### config.mk
export PLATFORM = sky130hd
export DESIGN_NAME = overlapped_tile_walker_core
export DESIGN_NICKNAME = d
export VERILOG_FILES = /design/src/sv/otw_pkg.sv /design/src/sv/otw_rem.sv /design/src/sv/otw_dp.sv /design/src/sv/otw_ctrl.sv /design/src/sv/overlapped_tile_walker_core.sv
export VERILOG_INCLUDE_DIRS = /design/src /design/src/sv
export SDC_FILE = /design/constraint.sdc
export NUM_CORES = 1
export LEC_CHECK = 0
export BUFFER_PORTS_ARGS = -buffer_cell sky130_fd_sc_hd__buf_4
export CAP_MARGIN = 20
export CORE_MARGIN = 10
export CORE_UTILIZATION = 35
export DETAILED_ROUTE_END_ITERATION = 8
export MAX_ROUTING_LAYER = met4
export SYNTH_ARGS = -nofsm -noshare
export SYNTH_HDL_FRONTEND = slang
export SYNTH_SLANG_ARGS = --single-unit
### constraint.sdc
create_clock -name clk -period 12 [get_ports clk]
set_input_delay 2.4 -clock clk [delete_from_list [all_inputs] [get_ports clk]]
set_output_delay 2.4 -clock clk [all_outputs]
set_load 0.02 [all_outputs]
### src/sv/overlapped_tile_walker_core_assert.svh
// Assertion macros for the overlapped tile walker
`ifndef OVERLAPPED_TILE_WALKER_CORE_ASSERT_SVH
`define OVERLAPPED_TILE_WALKER_CORE_ASSERT_SVH

`ifndef SYNTH
`define OTW_ASSERT(lbl, clk, rstn, prop, msg) \
    lbl: assert property (@(posedge clk) disable iff (!rstn) prop) else $error(msg);
`define OTW_ASSERT_NEVER(lbl, clk, rstn, expr, msg) \
    lbl: assert property (@(posedge clk) disable iff (!rstn) !(expr)) else $error(msg);
`else
`define OTW_ASSERT(lbl, clk, rstn, prop, msg)
`define OTW_ASSERT_NEVER(lbl, clk, rstn, expr, msg)
`endif

`endif

### src/sv/otw_pkg.sv
// Shared types, constants and helper functions of the overlapped tile walker
package otw_pkg;

    localparam int MAX_DIM   = 16384;
    localparam int MAX_TILE  = 4096;
    localparam int MAX_ALIGN = 256;

    localparam int DIM_W   = 15;
    localparam int TILE_W  = 13;
    localparam int OVL_W   = 10;
    localparam int GRACE_W = 12;
    localparam int ALIGN_W = 9;
    localparam int CFG_W   = 13;
    localparam int IDX_W   = 3;
    localparam int LIM_W   = 14;

    typedef enum logic [IDX_W-1:0] {
        CFG_TILE_WIDTH     = 3'd0,
        CFG_TILE_HEIGHT    = 3'd1,
        CFG_TILE_OVERLAP   = 3'd2,
        CFG_EXTEND_GRACE   = 3'd3,
        CFG_SIZE_ALIGNMENT = 3'd4
    } cfg_idx_t;

    typedef enum logic [3:0] {
        S_IDLE,
        S_ROWS_START,
        S_ROWS_WAIT,
        S_COLS_START,
        S_COLS_WAIT,
        S_TILE,
        S_LOAD,
        S_ALPHA_OUT,
        S_COLOUR_OUT
    } state_t;

    typedef struct packed {
        logic load_in;
        logic rem_start;
        logic rem_sel_cols;
        logic store_rows;
        logic store_cols;
        logic compute;
        logic load_alpha;
        logic load_colour;
        logic advance;
    } cmd_t;

    typedef struct packed {
        logic img_active;
        logic alpha;
        logic rem_done;
    } sts_t;

    function automatic logic [DIM_W-1:0] clamp_dim(input logic [DIM_W-1:0] v);
        logic [DIM_W-1:0] r;
        r = v;
        if (v == '0)
        begin
            r = DIM_W'(1);
        end
        else if (v > DIM_W'(MAX_DIM))
        begin
            r = DIM_W'(MAX_DIM);
        end
        return r;
    endfunction

    function automatic logic [TILE_W-1:0] clamp_tile(input logic [TILE_W-1:0] v);
        logic [TILE_W-1:0] r;
        r = v;
        if (v == '0)
        begin
            r = TILE_W'(1);
        end
        else if (v > TILE_W'(MAX_TILE))
        begin
            r = TILE_W'(MAX_TILE);
        end
        return r;
    endfunction

    function automatic logic [ALIGN_W-1:0] clamp_align(input logic [ALIGN_W-1:0] v);
        logic [ALIGN_W-1:0] r;
        r = v;
        if (v == '0)
        begin
            r = ALIGN_W'(1);
        end
        else if (v > ALIGN_W'(MAX_ALIGN))
        begin
            r = ALIGN_W'(MAX_ALIGN);
        end
        return r;
    endfunction

    // origin step: size minus overlap, at least 1
    function automatic logic [TILE_W-1:0] tile_advance(input logic [TILE_W-1:0] step,
                                                       input logic [OVL_W-1:0] ovl);
        logic [TILE_W-1:0] r;
        if (TILE_W'(ovl) >= step)
        begin
            r = TILE_W'(1);
        end
        else
        begin
            r = step - TILE_W'(ovl);
        end
        return r;
    endfunction

endpackage

### src/sv/otw_rem.sv
// Iterative restoring remainder unit, one dividend bit per cycle
`include "overlapped_tile_walker_core_assert.svh"

module otw_rem (
    input  logic                        clk,
    input  logic                        rst_n,
    input  logic                        start,
    input  logic [otw_pkg::DIM_W-1:0]   dividend,
    input  logic [otw_pkg::ALIGN_W-1:0] divisor,
    output logic                        done,
    output logic [otw_pkg::ALIGN_W-1:0] rem
);
    import otw_pkg::*;

    localparam int CNT_W = $clog2(DIM_W);

    logic                busy_reg, busy_next;
    logic                done_reg, done_next;
    logic [CNT_W-1:0]    cnt_reg, cnt_next;
    logic [DIM_W-1:0]    dvd_reg, dvd_next;
    logic [ALIGN_W-1:0]  rem_reg, rem_next;
    logic [ALIGN_W-1:0]  dsr_reg, dsr_next;
    logic [ALIGN_W:0]    part;
    logic [ALIGN_W:0]    diff;

    assign part = {rem_reg, dvd_reg[DIM_W-1]};
    assign diff = part - {1'b0, dsr_reg};

    always_comb
    begin
        busy_next = busy_reg;
        done_next = 1'b0;
        cnt_next  = cnt_reg;
        dvd_next  = dvd_reg;
        rem_next  = rem_reg;
        dsr_next  = dsr_reg;
        if (start && !busy_reg)
        begin
            busy_next = 1'b1;
            cnt_next  = '0;
            dvd_next  = dividend;
            rem_next  = '0;
            dsr_next  = divisor;
        end
        else if (busy_reg)
        begin
            dvd_next = {dvd_reg[DIM_W-2:0], 1'b0};
            rem_next = (part >= {1'b0, dsr_reg}) ? diff[ALIGN_W-1:0] : part[ALIGN_W-1:0];
            cnt_next = cnt_reg + CNT_W'(1);
            if (cnt_reg == CNT_W'(DIM_W - 1))
            begin
                busy_next = 1'b0;
                done_next = 1'b1;
            end
        end
    end

    always_ff @(posedge clk or negedge rst_n)
    begin
        if (!rst_n)
        begin
            busy_reg <= 1'b0;
            done_reg <= 1'b0;
            cnt_reg  <= '0;
        end
        else
        begin
            busy_reg <= busy_next;
            done_reg <= done_next;
            cnt_reg  <= cnt_next;
        end
    end

    always_ff @(posedge clk)
    begin
        dvd_reg <= dvd_next;
        rem_reg <= rem_next;
        dsr_reg <= dsr_next;
    end

    assign done = done_reg;
    assign rem  = rem_reg;

    `OTW_ASSERT(a_rem_below_divisor, clk, rst_n, done_reg |-> (rem_reg < dsr_reg), "remainder not below divisor")
    `OTW_ASSERT_NEVER(a_done_while_busy, clk, rst_n, done_reg && busy_reg, "done raised while still iterating")

endmodule

### src/sv/otw_dp.sv
// Datapath: settings, image geometry, tile origin walk and result registers
`include "overlapped_tile_walker_core_assert.svh"

module otw_dp (
    input  logic                        clk,
    input  logic                        rst_n,
    input  otw_pkg::cmd_t               cmd,
    output otw_pkg::sts_t               sts,
    input  logic                        cfg_we,
    input  logic [otw_pkg::IDX_W-1:0]   cfg_index,
    input  logic [otw_pkg::CFG_W-1:0]   cfg_data,
    input  logic [otw_pkg::DIM_W-1:0]   image_height,
    input  logic [otw_pkg::DIM_W-1:0]   image_width,
    input  logic                        with_alpha,
    output logic [otw_pkg::DIM_W-1:0]   tile_y,
    output logic [otw_pkg::DIM_W-1:0]   tile_x,
    output logic [otw_pkg::TILE_W-1:0]  tile_rows,
    output logic [otw_pkg::TILE_W-1:0]  tile_cols,
    output logic                        top_edge,
    output logic                        bottom_edge,
    output logic                        left_edge,
    output logic                        right_edge,
    output logic                        alpha_pass,
    output logic                        image_begin,
    output logic                        image_end,
    output logic                        last
);
    import otw_pkg::*;

    logic [TILE_W-1:0]  tile_width_reg, tile_height_reg;
    logic [OVL_W-1:0]   tile_overlap_reg;
    logic [GRACE_W-1:0] extend_grace_reg;
    logic [ALIGN_W-1:0] size_alignment_reg;

    logic [DIM_W-1:0]   img_h_reg, img_w_reg;
    logic               alpha_reg;
    logic               img_active_reg;
    logic [DIM_W-1:0]   aligned_rows_reg, aligned_cols_reg;
    logic [DIM_W-1:0]   row_org_reg, col_org_reg;
    logic [DIM_W-1:0]   t_reg;

    logic [TILE_W-1:0]  th_reg, tw_reg, adv_h_reg, adv_w_reg;
    logic               h_end_reg, w_end_reg, h_beg_reg, w_beg_reg;

    logic [ALIGN_W-1:0] align_c;
    logic [TILE_W-1:0]  step_h, step_w;
    logic [DIM_W-1:0]   t_sel;
    logic [DIM_W-1:0]   remain_h, remain_w;
    logic [LIM_W-1:0]   lim_h, lim_w;
    logic               h_end_c, w_end_c;
    logic               rem_done;
    logic [ALIGN_W-1:0] rem_val;

    assign align_c = clamp_align(size_alignment_reg);
    assign step_h  = clamp_tile(tile_height_reg);
    assign step_w  = clamp_tile(tile_width_reg);

    assign t_sel = (cmd.rem_sel_cols ? clamp_dim(img_w_reg) : clamp_dim(img_h_reg))
                   + DIM_W'(align_c) - DIM_W'(1);

    otw_rem u_rem (
        .clk      (clk),
        .rst_n    (rst_n),
        .start    (cmd.rem_start),
        .dividend (t_sel),
        .divisor  (align_c),
        .done     (rem_done),
        .rem      (rem_val)
    );

    assign remain_h = aligned_rows_reg - row_org_reg;
    assign remain_w = aligned_cols_reg - col_org_reg;
    assign lim_h    = LIM_W'(step_h) + LIM_W'(extend_grace_reg);
    assign lim_w    = LIM_W'(step_w) + LIM_W'(extend_grace_reg);
    assign h_end_c  = remain_h <= DIM_W'(lim_h);
    assign w_end_c  = remain_w <= DIM_W'(lim_w);

    always_ff @(posedge clk or negedge rst_n)
    begin
        if (!rst_n)
        begin
            tile_width_reg     <= TILE_W'(256);
            tile_height_reg    <= TILE_W'(256);
            tile_overlap_reg   <= OVL_W'(16);
            extend_grace_reg   <= '0;
            size_alignment_reg <= ALIGN_W'(1);
        end
        else if (cfg_we)
        begin
            unique case (cfg_index)
                CFG_TILE_WIDTH:     tile_width_reg     <= cfg_data[TILE_W-1:0];
                CFG_TILE_HEIGHT:    tile_height_reg    <= cfg_data[TILE_W-1:0];
                CFG_TILE_OVERLAP:   tile_overlap_reg   <= cfg_data[OVL_W-1:0];
                CFG_EXTEND_GRACE:   extend_grace_reg   <= cfg_data[GRACE_W-1:0];
                CFG_SIZE_ALIGNMENT: size_alignment_reg <= cfg_data[ALIGN_W-1:0];
                default:            ;
            endcase
        end
    end

    // image state
    always_ff @(posedge clk or negedge rst_n)
    begin
        if (!rst_n)
        begin
            img_active_reg   <= 1'b0;
            aligned_rows_reg <= '0;
            aligned_cols_reg <= '0;
            row_org_reg      <= '0;
            col_org_reg      <= '0;
        end
        else
        begin
            if (cmd.load_in && !img_active_reg)
            begin
                img_active_reg <= 1'b1;
                row_org_reg    <= '0;
                col_org_reg    <= '0;
            end
            if (cmd.store_rows)
            begin
                aligned_rows_reg <= t_reg - DIM_W'(rem_val);
            end
            if (cmd.store_cols)
            begin
                aligned_cols_reg <= t_reg - DIM_W'(rem_val);
            end
            if (cmd.advance)
            begin
                if (w_end_reg)
                begin
                    col_org_reg <= '0;
                    if (h_end_reg)
                    begin
                        row_org_reg    <= '0;
                        img_active_reg <= 1'b0;
                    end
                    else
                    begin
                        row_org_reg <= row_org_reg + DIM_W'(adv_h_reg);
                    end
                end
                else
                begin
                    col_org_reg <= col_org_reg + DIM_W'(adv_w_reg);
                end
            end
        end
    end

    always_ff @(posedge clk)
    begin
        if (cmd.load_in)
        begin
            alpha_reg <= with_alpha;
            if (!img_active_reg)
            begin
                img_h_reg <= image_height;
                img_w_reg <= image_width;
            end
        end
        if (cmd.rem_start)
        begin
            t_reg <= t_sel;
        end
        if (cmd.compute)
        begin
            th_reg    <= h_end_c ? remain_h[TILE_W-1:0] : step_h;
            tw_reg    <= w_end_c ? remain_w[TILE_W-1:0] : step_w;
            h_end_reg <= h_end_c;
            w_end_reg <= w_end_c;
            h_beg_reg <= (row_org_reg == '0);
            w_beg_reg <= (col_org_reg == '0);
            adv_h_reg <= tile_advance(step_h, tile_overlap_reg);
            adv_w_reg <= tile_advance(step_w, tile_overlap_reg);
        end
        if (cmd.load_alpha || cmd.load_colour)
        begin
            tile_y      <= row_org_reg;
            tile_x      <= col_org_reg;
            tile_rows   <= th_reg;
            tile_cols   <= tw_reg;
            top_edge    <= h_beg_reg;
            bottom_edge <= h_end_reg;
            left_edge   <= w_beg_reg;
            right_edge  <= w_end_reg;
            alpha_pass  <= cmd.load_alpha;
            image_begin <= h_beg_reg && w_beg_reg && (cmd.load_alpha || !alpha_reg);
            image_end   <= cmd.load_colour && h_end_reg && w_end_reg;
            last        <= cmd.load_colour;
        end
    end

    assign sts.img_active = img_active_reg;
    assign sts.alpha      = alpha_reg;
    assign sts.rem_done   = rem_done;

    `OTW_ASSERT(a_origin_inside, clk, rst_n,
        cmd.compute |-> (row_org_reg < aligned_rows_reg && col_org_reg < aligned_cols_reg),
        "tile origin outside image")
    `OTW_ASSERT(a_tile_nonzero, clk, rst_n,
        cmd.compute |=> (th_reg != '0 && tw_reg != '0),
        "empty tile computed")

endmodule

### src/sv/otw_ctrl.sv
// Controller: sequences image alignment, tile computation and result requests
`include "overlapped_tile_walker_core_assert.svh"

module otw_ctrl (
    input  logic          clk,
    input  logic          rst_n,
    input  logic          in_valid,
    output logic          in_stall,
    output logic          out_valid,
    input  logic          out_stall,
    input  otw_pkg::sts_t sts,
    output otw_pkg::cmd_t cmd
);
    import otw_pkg::*;

    state_t state_reg, state_next;

    always_ff @(posedge clk or negedge rst_n)
    begin
        if (!rst_n)
        begin
            state_reg <= S_IDLE;
        end
        else
        begin
            state_reg <= state_next;
        end
    end

    always_comb
    begin
        state_next = state_reg;
        cmd        = '0;
        in_stall   = 1'b1;
        out_valid  = 1'b0;
        unique case (state_reg)
            S_IDLE:
            begin
                in_stall = 1'b0;
                if (in_valid)
                begin
                    cmd.load_in = 1'b1;
                    state_next  = sts.img_active ? S_TILE : S_ROWS_START;
                end
            end
            S_ROWS_START:
            begin
                cmd.rem_start = 1'b1;
                state_next    = S_ROWS_WAIT;
            end
            S_ROWS_WAIT:
            begin
                if (sts.rem_done)
                begin
                    cmd.store_rows = 1'b1;
                    state_next     = S_COLS_START;
                end
            end
            S_COLS_START:
            begin
                cmd.rem_start    = 1'b1;
                cmd.rem_sel_cols = 1'b1;
                state_next       = S_COLS_WAIT;
            end
            S_COLS_WAIT:
            begin
                if (sts.rem_done)
                begin
                    cmd.store_cols = 1'b1;
                    state_next     = S_TILE;
                end
            end
            S_TILE:
            begin
                cmd.compute = 1'b1;
                state_next  = S_LOAD;
            end
            S_LOAD:
            begin
                if (sts.alpha)
                begin
                    cmd.load_alpha = 1'b1;
                    state_next     = S_ALPHA_OUT;
                end
                else
                begin
                    cmd.load_colour = 1'b1;
                    state_next      = S_COLOUR_OUT;
                end
            end
            S_ALPHA_OUT:
            begin
                out_valid = 1'b1;
                if (!out_stall)
                begin
                    cmd.load_colour = 1'b1;
                    state_next      = S_COLOUR_OUT;
                end
            end
            S_COLOUR_OUT:
            begin
                out_valid = 1'b1;
                if (!out_stall)
                begin
                    cmd.advance = 1'b1;
                    state_next  = S_IDLE;
                end
            end
            default:
            begin
                state_next = S_IDLE;
            end
        endcase
    end

    `OTW_ASSERT_NEVER(a_no_take_while_pending, clk, rst_n,
        out_valid && !in_stall,
        "request taken while result pending")
    `OTW_ASSERT(a_new_image_aligns, clk, rst_n,
        (in_valid && !in_stall && !sts.img_active) |=> (state_reg == S_ROWS_START),
        "new image skipped alignment")
    `OTW_ASSERT(a_alpha_then_colour, clk, rst_n,
        (state_reg == S_ALPHA_OUT && !out_stall) |=> (state_reg == S_COLOUR_OUT && out_valid),
        "alpha pass not followed by colour pass")

endmodule

### src/sv/overlapped_tile_walker_core.sv
// Top level of the overlapped tile walker
//
//  channel   direction  handshake             payload
//  in        input      in_valid / in_stall   image_height, image_width, with_alpha
//  out       output     out_valid / out_stall tile origin, size, edge and pass flags
//  cfg       input      cfg_we                cfg_index, cfg_data
//
//  One request at a time. Within an image a request steps through tile computation
//  (S_TILE) and result load (S_LOAD) before the first result is offered; after an
//  alpha pass is taken the colour pass is offered next, and output stall holds either.
//  Image start runs the iterative remainder unit for rows, then columns (alignment).
//  Reset (rst_n low, asynchronous) clears the walk state and loads register defaults.
//  in_stall is high from acceptance until the colour pass result is taken.

module overlapped_tile_walker_core (
    input  logic                        clk,
    input  logic                        rst_n,
    input  logic                        cfg_we,
    input  logic [otw_pkg::IDX_W-1:0]   cfg_index,
    input  logic [otw_pkg::CFG_W-1:0]   cfg_data,
    input  logic                        in_valid,
    output logic                        in_stall,
    input  logic [otw_pkg::DIM_W-1:0]   image_height,
    input  logic [otw_pkg::DIM_W-1:0]   image_width,
    input  logic                        with_alpha,
    output logic                        out_valid,
    input  logic                        out_stall,
    output logic [otw_pkg::DIM_W-1:0]   tile_y,
    output logic [otw_pkg::DIM_W-1:0]   tile_x,
    output logic [otw_pkg::TILE_W-1:0]  tile_rows,
    output logic [otw_pkg::TILE_W-1:0]  tile_cols,
    output logic                        top_edge,
    output logic                        bottom_edge,
    output logic                        left_edge,
    output logic                        right_edge,
    output logic                        alpha_pass,
    output logic                        image_begin,
    output logic                        image_end,
    output logic                        last
);
    import otw_pkg::*;

    cmd_t cmd;
    sts_t sts;

    otw_ctrl u_ctrl (
        .clk       (clk),
        .rst_n     (rst_n),
        .in_valid  (in_valid),
        .in_stall  (in_stall),
        .out_valid (out_valid),
        .out_stall (out_stall),
        .sts       (sts),
        .cmd       (cmd)
    );

    otw_dp u_dp (
        .clk          (clk),
        .rst_n        (rst_n),
        .cmd          (cmd),
        .sts          (sts),
        .cfg_we       (cfg_we),
        .cfg_index    (cfg_index),
        .cfg_data     (cfg_data),
        .image_height (image_height),
        .image_width  (image_width),
        .with_alpha   (with_alpha),
        .tile_y       (tile_y),
        .tile_x       (tile_x),
        .tile_rows    (tile_rows),
        .tile_cols    (tile_cols),
        .top_edge     (top_edge),
        .bottom_edge  (bottom_edge),
        .left_edge    (left_edge),
        .right_edge   (right_edge),
        .alpha_pass   (alpha_pass),
        .image_begin  (image_begin),
        .image_end    (image_end),
        .last         (last)
    );

endmodule

# Word-level counts from Yosys, hierarchy flattened

Cells that the tools add are included.

Register bits after elaboration: 327
Bits of input ports: 52

Equal/unequal tests: 18
Multiplexer cells: 59
Add/subtract/negate cells: 13
Reduce and logical (&&, ||, !) cells: 31
Magnitude comparators: 10
Bitwise gates (word level): 1

Operator list:

| operator                                               | count |
|---|---|
| two-way mux 15 bit                                     | 14 |
| two-way mux 13 bit                                     | 6 |
| logical NOT 15 bit                                     | 4 |
| case mux 4 bit (9 select lines)                        | 1 |
| two-way mux 4 bit                                      | 8 |
| adder 15 x 13 -> 15 bit                                | 2 |
| greater-than comparator 15 bit (second input constant) | 2 |
| less-or-equal comparator 15 x 14 -> 1 bit              | 2 |
| subtractor 15 bit                                      | 2 |
| adder 13 x 12 -> 14 bit                                | 2 |
| two-way mux 9 bit                                      | 3 |
| >= comparator 10 x 13 -> 1 bit                         | 2 |
| greater-than comparator 13 bit (second input constant) | 2 |
| logical NOT 13 bit                                     | 2 |
| subtractor 13 x 10 -> 13 bit                           | 2 |
| two-way mux 1 bit                                      | 25 |
| equality test 4 x 3 -> 1 bit (second input constant)   | 4 |
| adder 15 x 9 -> 15 bit                                 | 1 |
| subtractor 15 x 1 -> 15 bit (second input constant)    | 1 |
| subtractor 15 x 9 -> 15 bit                            | 1 |
| AND reduction 2 bit                                    | 6 |
| >= comparator 10 x 9 -> 1 bit                          | 1 |
| greater-than comparator 9 bit (second input constant)  | 1 |
| logical NOT 9 bit                                      | 1 |
| 21 further kinds                                       | 37 |

# Depth between registers and ports, before layout

Depth after elaboration: 7
Mapped depth: 25
Depth with buffers taken out: 24

# By module

From an unflattened synthesis, not the netlist that was laid out.

Cell total of the unflattened synthesis: 1707
Area, all modules: 19074.5 µm²

By module, submodules not included:

| module   | cells an instance | instances | area an instance (µm²) |
|---|---|---|---|
| otw_dp   | 1493              | 1         | 16676.0 |
| otw_rem  | 161               | 1         | 1986.9 |
| otw_ctrl | 53                | 1         | 411.6 |

# Worst setup path after synthesis

Ideal clock, no wire load.

Path type: input to register
Start: input port out_stall
End: register u_dp.image_end, data pin
Cell stages on the path: 4
Slack: 4.113 ns
Buffers on the path: 0
Arrival: 7.755 ns
Cells stage by stage: nand2_1 > nor3b_1 > o21a_1 > and3_1

RTL lines:

| element              | RTL line                          | text |
|---|---|---|
| from (decl)          | overlapped_tile_walker_core.sv:27 | `input logic out_stall,` |
| to (signal assigned) | otw_dp.sv:189                     | `image_end <= cmd.load_colour && h_end_reg && w_end_reg;` |
| to (decl)            | otw_dp.sv:25                      | `output logic image_end,` |

# Final worst setup path

Start: register u_dp.tile_height_reg[7]
End: register u_dp.th_reg[2], data pin

Cells in the longest elaborated chain, start to end: 6

RTL lines:

| element                                   | RTL line      | text |
|---|---|---|
| from (decl)                               | otw_dp.sv:30  | `logic [TILE_W-1:0] tile_width_reg, tile_height_reg;` |
| from (signal assigned)                    | otw_dp.sv:92  | `CFG_TILE_HEIGHT: tile_height_reg <= cfg_data[TILE_W-1:0];` |
| greater-than comparator 13 bit            | otw_pkg.sv:76 | `else if (v > TILE_W'(MAX_TILE))` |
| two-way mux 13 bit                        | otw_pkg.sv:76 |  |
| two-way mux 13 bit (*)                    | otw_pkg.sv:72 | `if (v == '0)` |
| adder 13 x 12 -> 14 bit                   | otw_dp.sv:73  | `assign lim_h = LIM_W'(step_h) + LIM_W'(extend_grace_reg);` |
| less-or-equal comparator 15 x 14 -> 1 bit | otw_dp.sv:75  | `assign h_end_c = remain_h <= DIM_W'(lim_h);` |
| two-way mux 13 bit (*)                    | otw_dp.sv:168 | `th_reg <= h_end_c ? remain_h[TILE_W-1:0] : step_h;` |
| to (signal assigned)                      | otw_dp.sv:168 |  |
| to (decl)                                 | otw_dp.sv:42  | `logic [TILE_W-1:0] th_reg, tw_reg, adv_h_reg, adv_w_reg;` |

Mark *: on every way between the ends. The rest lies on a longest branch, timed or not.
A chain may end at the register's enable or synchronous reset.

==> metrics.cfg <==
[clock_network]
post_cts_buffers=0
clkLatencyLatePin_ns=0.56
cts_inserted_buffers=39
clock-sinks=327
cts_resized=0
clk_pin_slew_ns=0.06
cts_max_path_buffers=3
cts_root_buffer=clkbuf_16
cts-hold-fix-buffers=0
cts_tree=yes
htreeDepth=2

[die]
num_rows=85
die_h_um=252
core_region_area_um2=53600
design.die.area_um2=63700
pin_count=118
die_x_um=252
initial_utilization=0.352

[global_routing]
antenna_found_initial=2
grt_pass1_wl_um=77600
grt_max_degree=73
grt_pass1_vias=13400
grt_use_total=0.161
overflow=0

[worst_setup_path]
timing.rr.start=u_dp.tile_height_reg[7]
critPathMaxFanout=14
crit_arrival_ns=5.58
reg2reg_slack_ns=6.73
worstRegToRegCells=22
worstSetupPathType=reg -> reg
cp-end-kind=flip-flop
r2r_end=u_dp.th_reg[2]
cp-endpoint=u_dp.th_reg[2]
worstSetupStartpoint=u_dp.tile_height_reg[7]
setup.worst_path.start_class=flip-flop
cp_data_required_time_ns=12.31

[flow_run]
drv_cap=0

[logic_synthesis]
ys.flop_type=edfxtp_1
avgSynthCellArea_um2=10.8
postSynthCellCount=1743
yosys_warnings=0
ys_seq_area_frac=0.482
synth_edf_count=190
ys_types=76
ys_ff_latch=327
async_reset_ff_frac=0.391
synth_area_um2=18900
synthesis.nets=1974

[cells_and_area]
final_common_cell=edfxtp_1
synthToLayoutAreaGrowth_pct=16.4
multi_input_area_um2=9170
layout_common_cells=edfxtp_1, ha_1, nand2_1, inv_1, buf_4
seqCellArea_um2=9090
layout-drive-gt1-share=0.157
finalNetCount=2110
fillers=5116

[sta]
fin_crit_ns=5.27
slew_headroom=0.329
setup_ws_ns=6.73
clock.fmax_mhz=190
setup_viol=0
post-route-period-util=0.439
slew_violations=0
timing.hold.ws_ns=0.424
report.final.hold_viol_count=0
rsz0062_at_grt=false
setup-tns-final_ns=0
worstMarginPinSlew_ns=1.00
skew_ns=0.0196

[placement]
place_congestion=0.914
pre_cts_ws_ns=6.71
dpl.hpwl_um=39500
io_buffers=117

[routing]
vias=13500
drt-vias-per-instance=5.18
ant_nets=0
drt_pass1_iterations=5
drtIter0Drc=1013
wl_um=50000
drc=0
wl_per_cell_um=19.2

[power]
vdd_drop_max_mv=0.166
p_leak_nw=9.38
cellPowerDensity_nw_per_um2=296
total_power_mw=6.51

[outcome]
outcome=finished, final reports clean

[min_path]
hold_path.class=reg -> reg

per-layer routing:
metal | vias to the layer above | share of wire | global-route usage
met4 | 0 | 0.026 | 0.0478
met2 | 344 | 0.44 | 0.239
met5 | - | 0 | -
li1 | 6603 | - | -
met3 | 63 | 0.061 | 0.0351
met1 | 6489 | 0.47 | 0.215
through the flow:
stage / std cells / util / instance area (µm²)
2_1_floorplan: 1743 / - / 18900
3_3_place_gp: 2531 / 0.384 / 20600
3_5_place_dp: 2531 / 0.384 / 20600
4_1_cts: 2603 / 0.409 / 21900
5_1_grt: 2607 / 0.410 / 22000
6_report: 2607 / 0.410 / 22000
cells in the mapped netlist, drive strengths merged (8+ instances only):
cell,number,area share
a211oi,20,0.0087
a21o,35,0.014
a21oi,94,0.025
a22o,13,0.0060
a22oi,10,0.0047
a31oi,10,0.0033
buf,8,0.0027
clkbuf,26,0.0052
dfrtp,124,0.16
dfxtp,9,0.0095
edfxtp,190,0.30
fa,11,0.012
ha,168,0.11
inv,130,0.026
mux2,82,0.050
nand2,164,0.033
nand2b,26,0.0086
nand3,21,0.0056
nand4,11,0.0036
nor2,108,0.022
nor2b,46,0.015
nor3,25,0.0066
nor4,25,0.0083
o21a,26,0.010
o21ai,122,0.033
o21bai,11,0.0044
o22ai,9,0.0030
o31ai,11,0.0044
or3,11,0.0036
xnor2,54,0.025
xor2,54,0.025
where the power goes:
group	switching [mW]	leakage, nW	internal, mW
Sequential	0.283	3.47	1.65
Combinational	1.95	5.24	1.40
Clock	0.481	0.668	0.753
worst max-delay path, stage by stage (launching register included):
cell,delay (ns)
dfrtp_1,0.40
nor4_1,0.35
a31oi_1,0.11
or2_2,0.33
inv_1,0.07
ha_1,0.16
inv_1,0.06
fa_1,0.39
nor2b_1,0.13
o21a_1,0.14
o21ai_0,0.11
a21oi_1,0.17
nor2_1,0.07
o21ai_0,0.23
nor2_1,0.08
xor2_1,0.14
ha_1,0.28
nand4_1,0.11
nor2_1,0.07
a2111oi_0,0.38
o21ai_0,0.20
a22oi_4,0.61
mux2_2,0.41
area by class of cell:
cell class / instances / share of cell area
inverters: 132 / 0.0225
repair buffers: 129 / 0.0447
clock buffers: 55 / 0.0533
diodes: 1 / 0.000114
flip-flops and latches: 327 / 0.414
multi-input cells: 1250 / 0.417
well taps: 696 / 0.0396
clock inverters: 17 / 0.00860
how the worst min path moves through the flow:
stage | from | to | slack, ns | cells past startpoint
after floorplan | u_dp.tw_reg[0] | u_dp.tile_cols[0] | 0.40 | 0
after global placement | u_dp.tw_reg[5] | u_dp.tile_cols[5] | 0.41 | 0
after detailed placement | u_dp.tw_reg[7] | u_dp.tile_cols[7] | 0.41 | 0
after CTS | u_dp.tw_reg[6] | u_dp.tile_cols[6] | 0.42 | 0
after global routing | u_dp.tw_reg[2] | u_dp.tile_cols[2] | 0.43 | 0
final | u_dp.tw_reg[10] | u_dp.tile_cols[10] | 0.42 | 0
logic make-up (layout without fill, tap and decap cells):
group | count (synthesis) | after routing | synth area share
AOI/OAI and AO/OA | 409 | 409 | 0.140
xor gates and xnor gates | 108 | 108 | 0.0501
adders and majority gates | 179 | 179 | 0.123
buffers and inverters | 166 | 333 | 0.0341
DFF | 327 | 327 | 0.482
muxes | 86 | 86 | 0.0526
other | 0 | 1 | 0
and+or+nand+nor | 468 | 468 | 0.118
(Power assumes the default switching activity.)
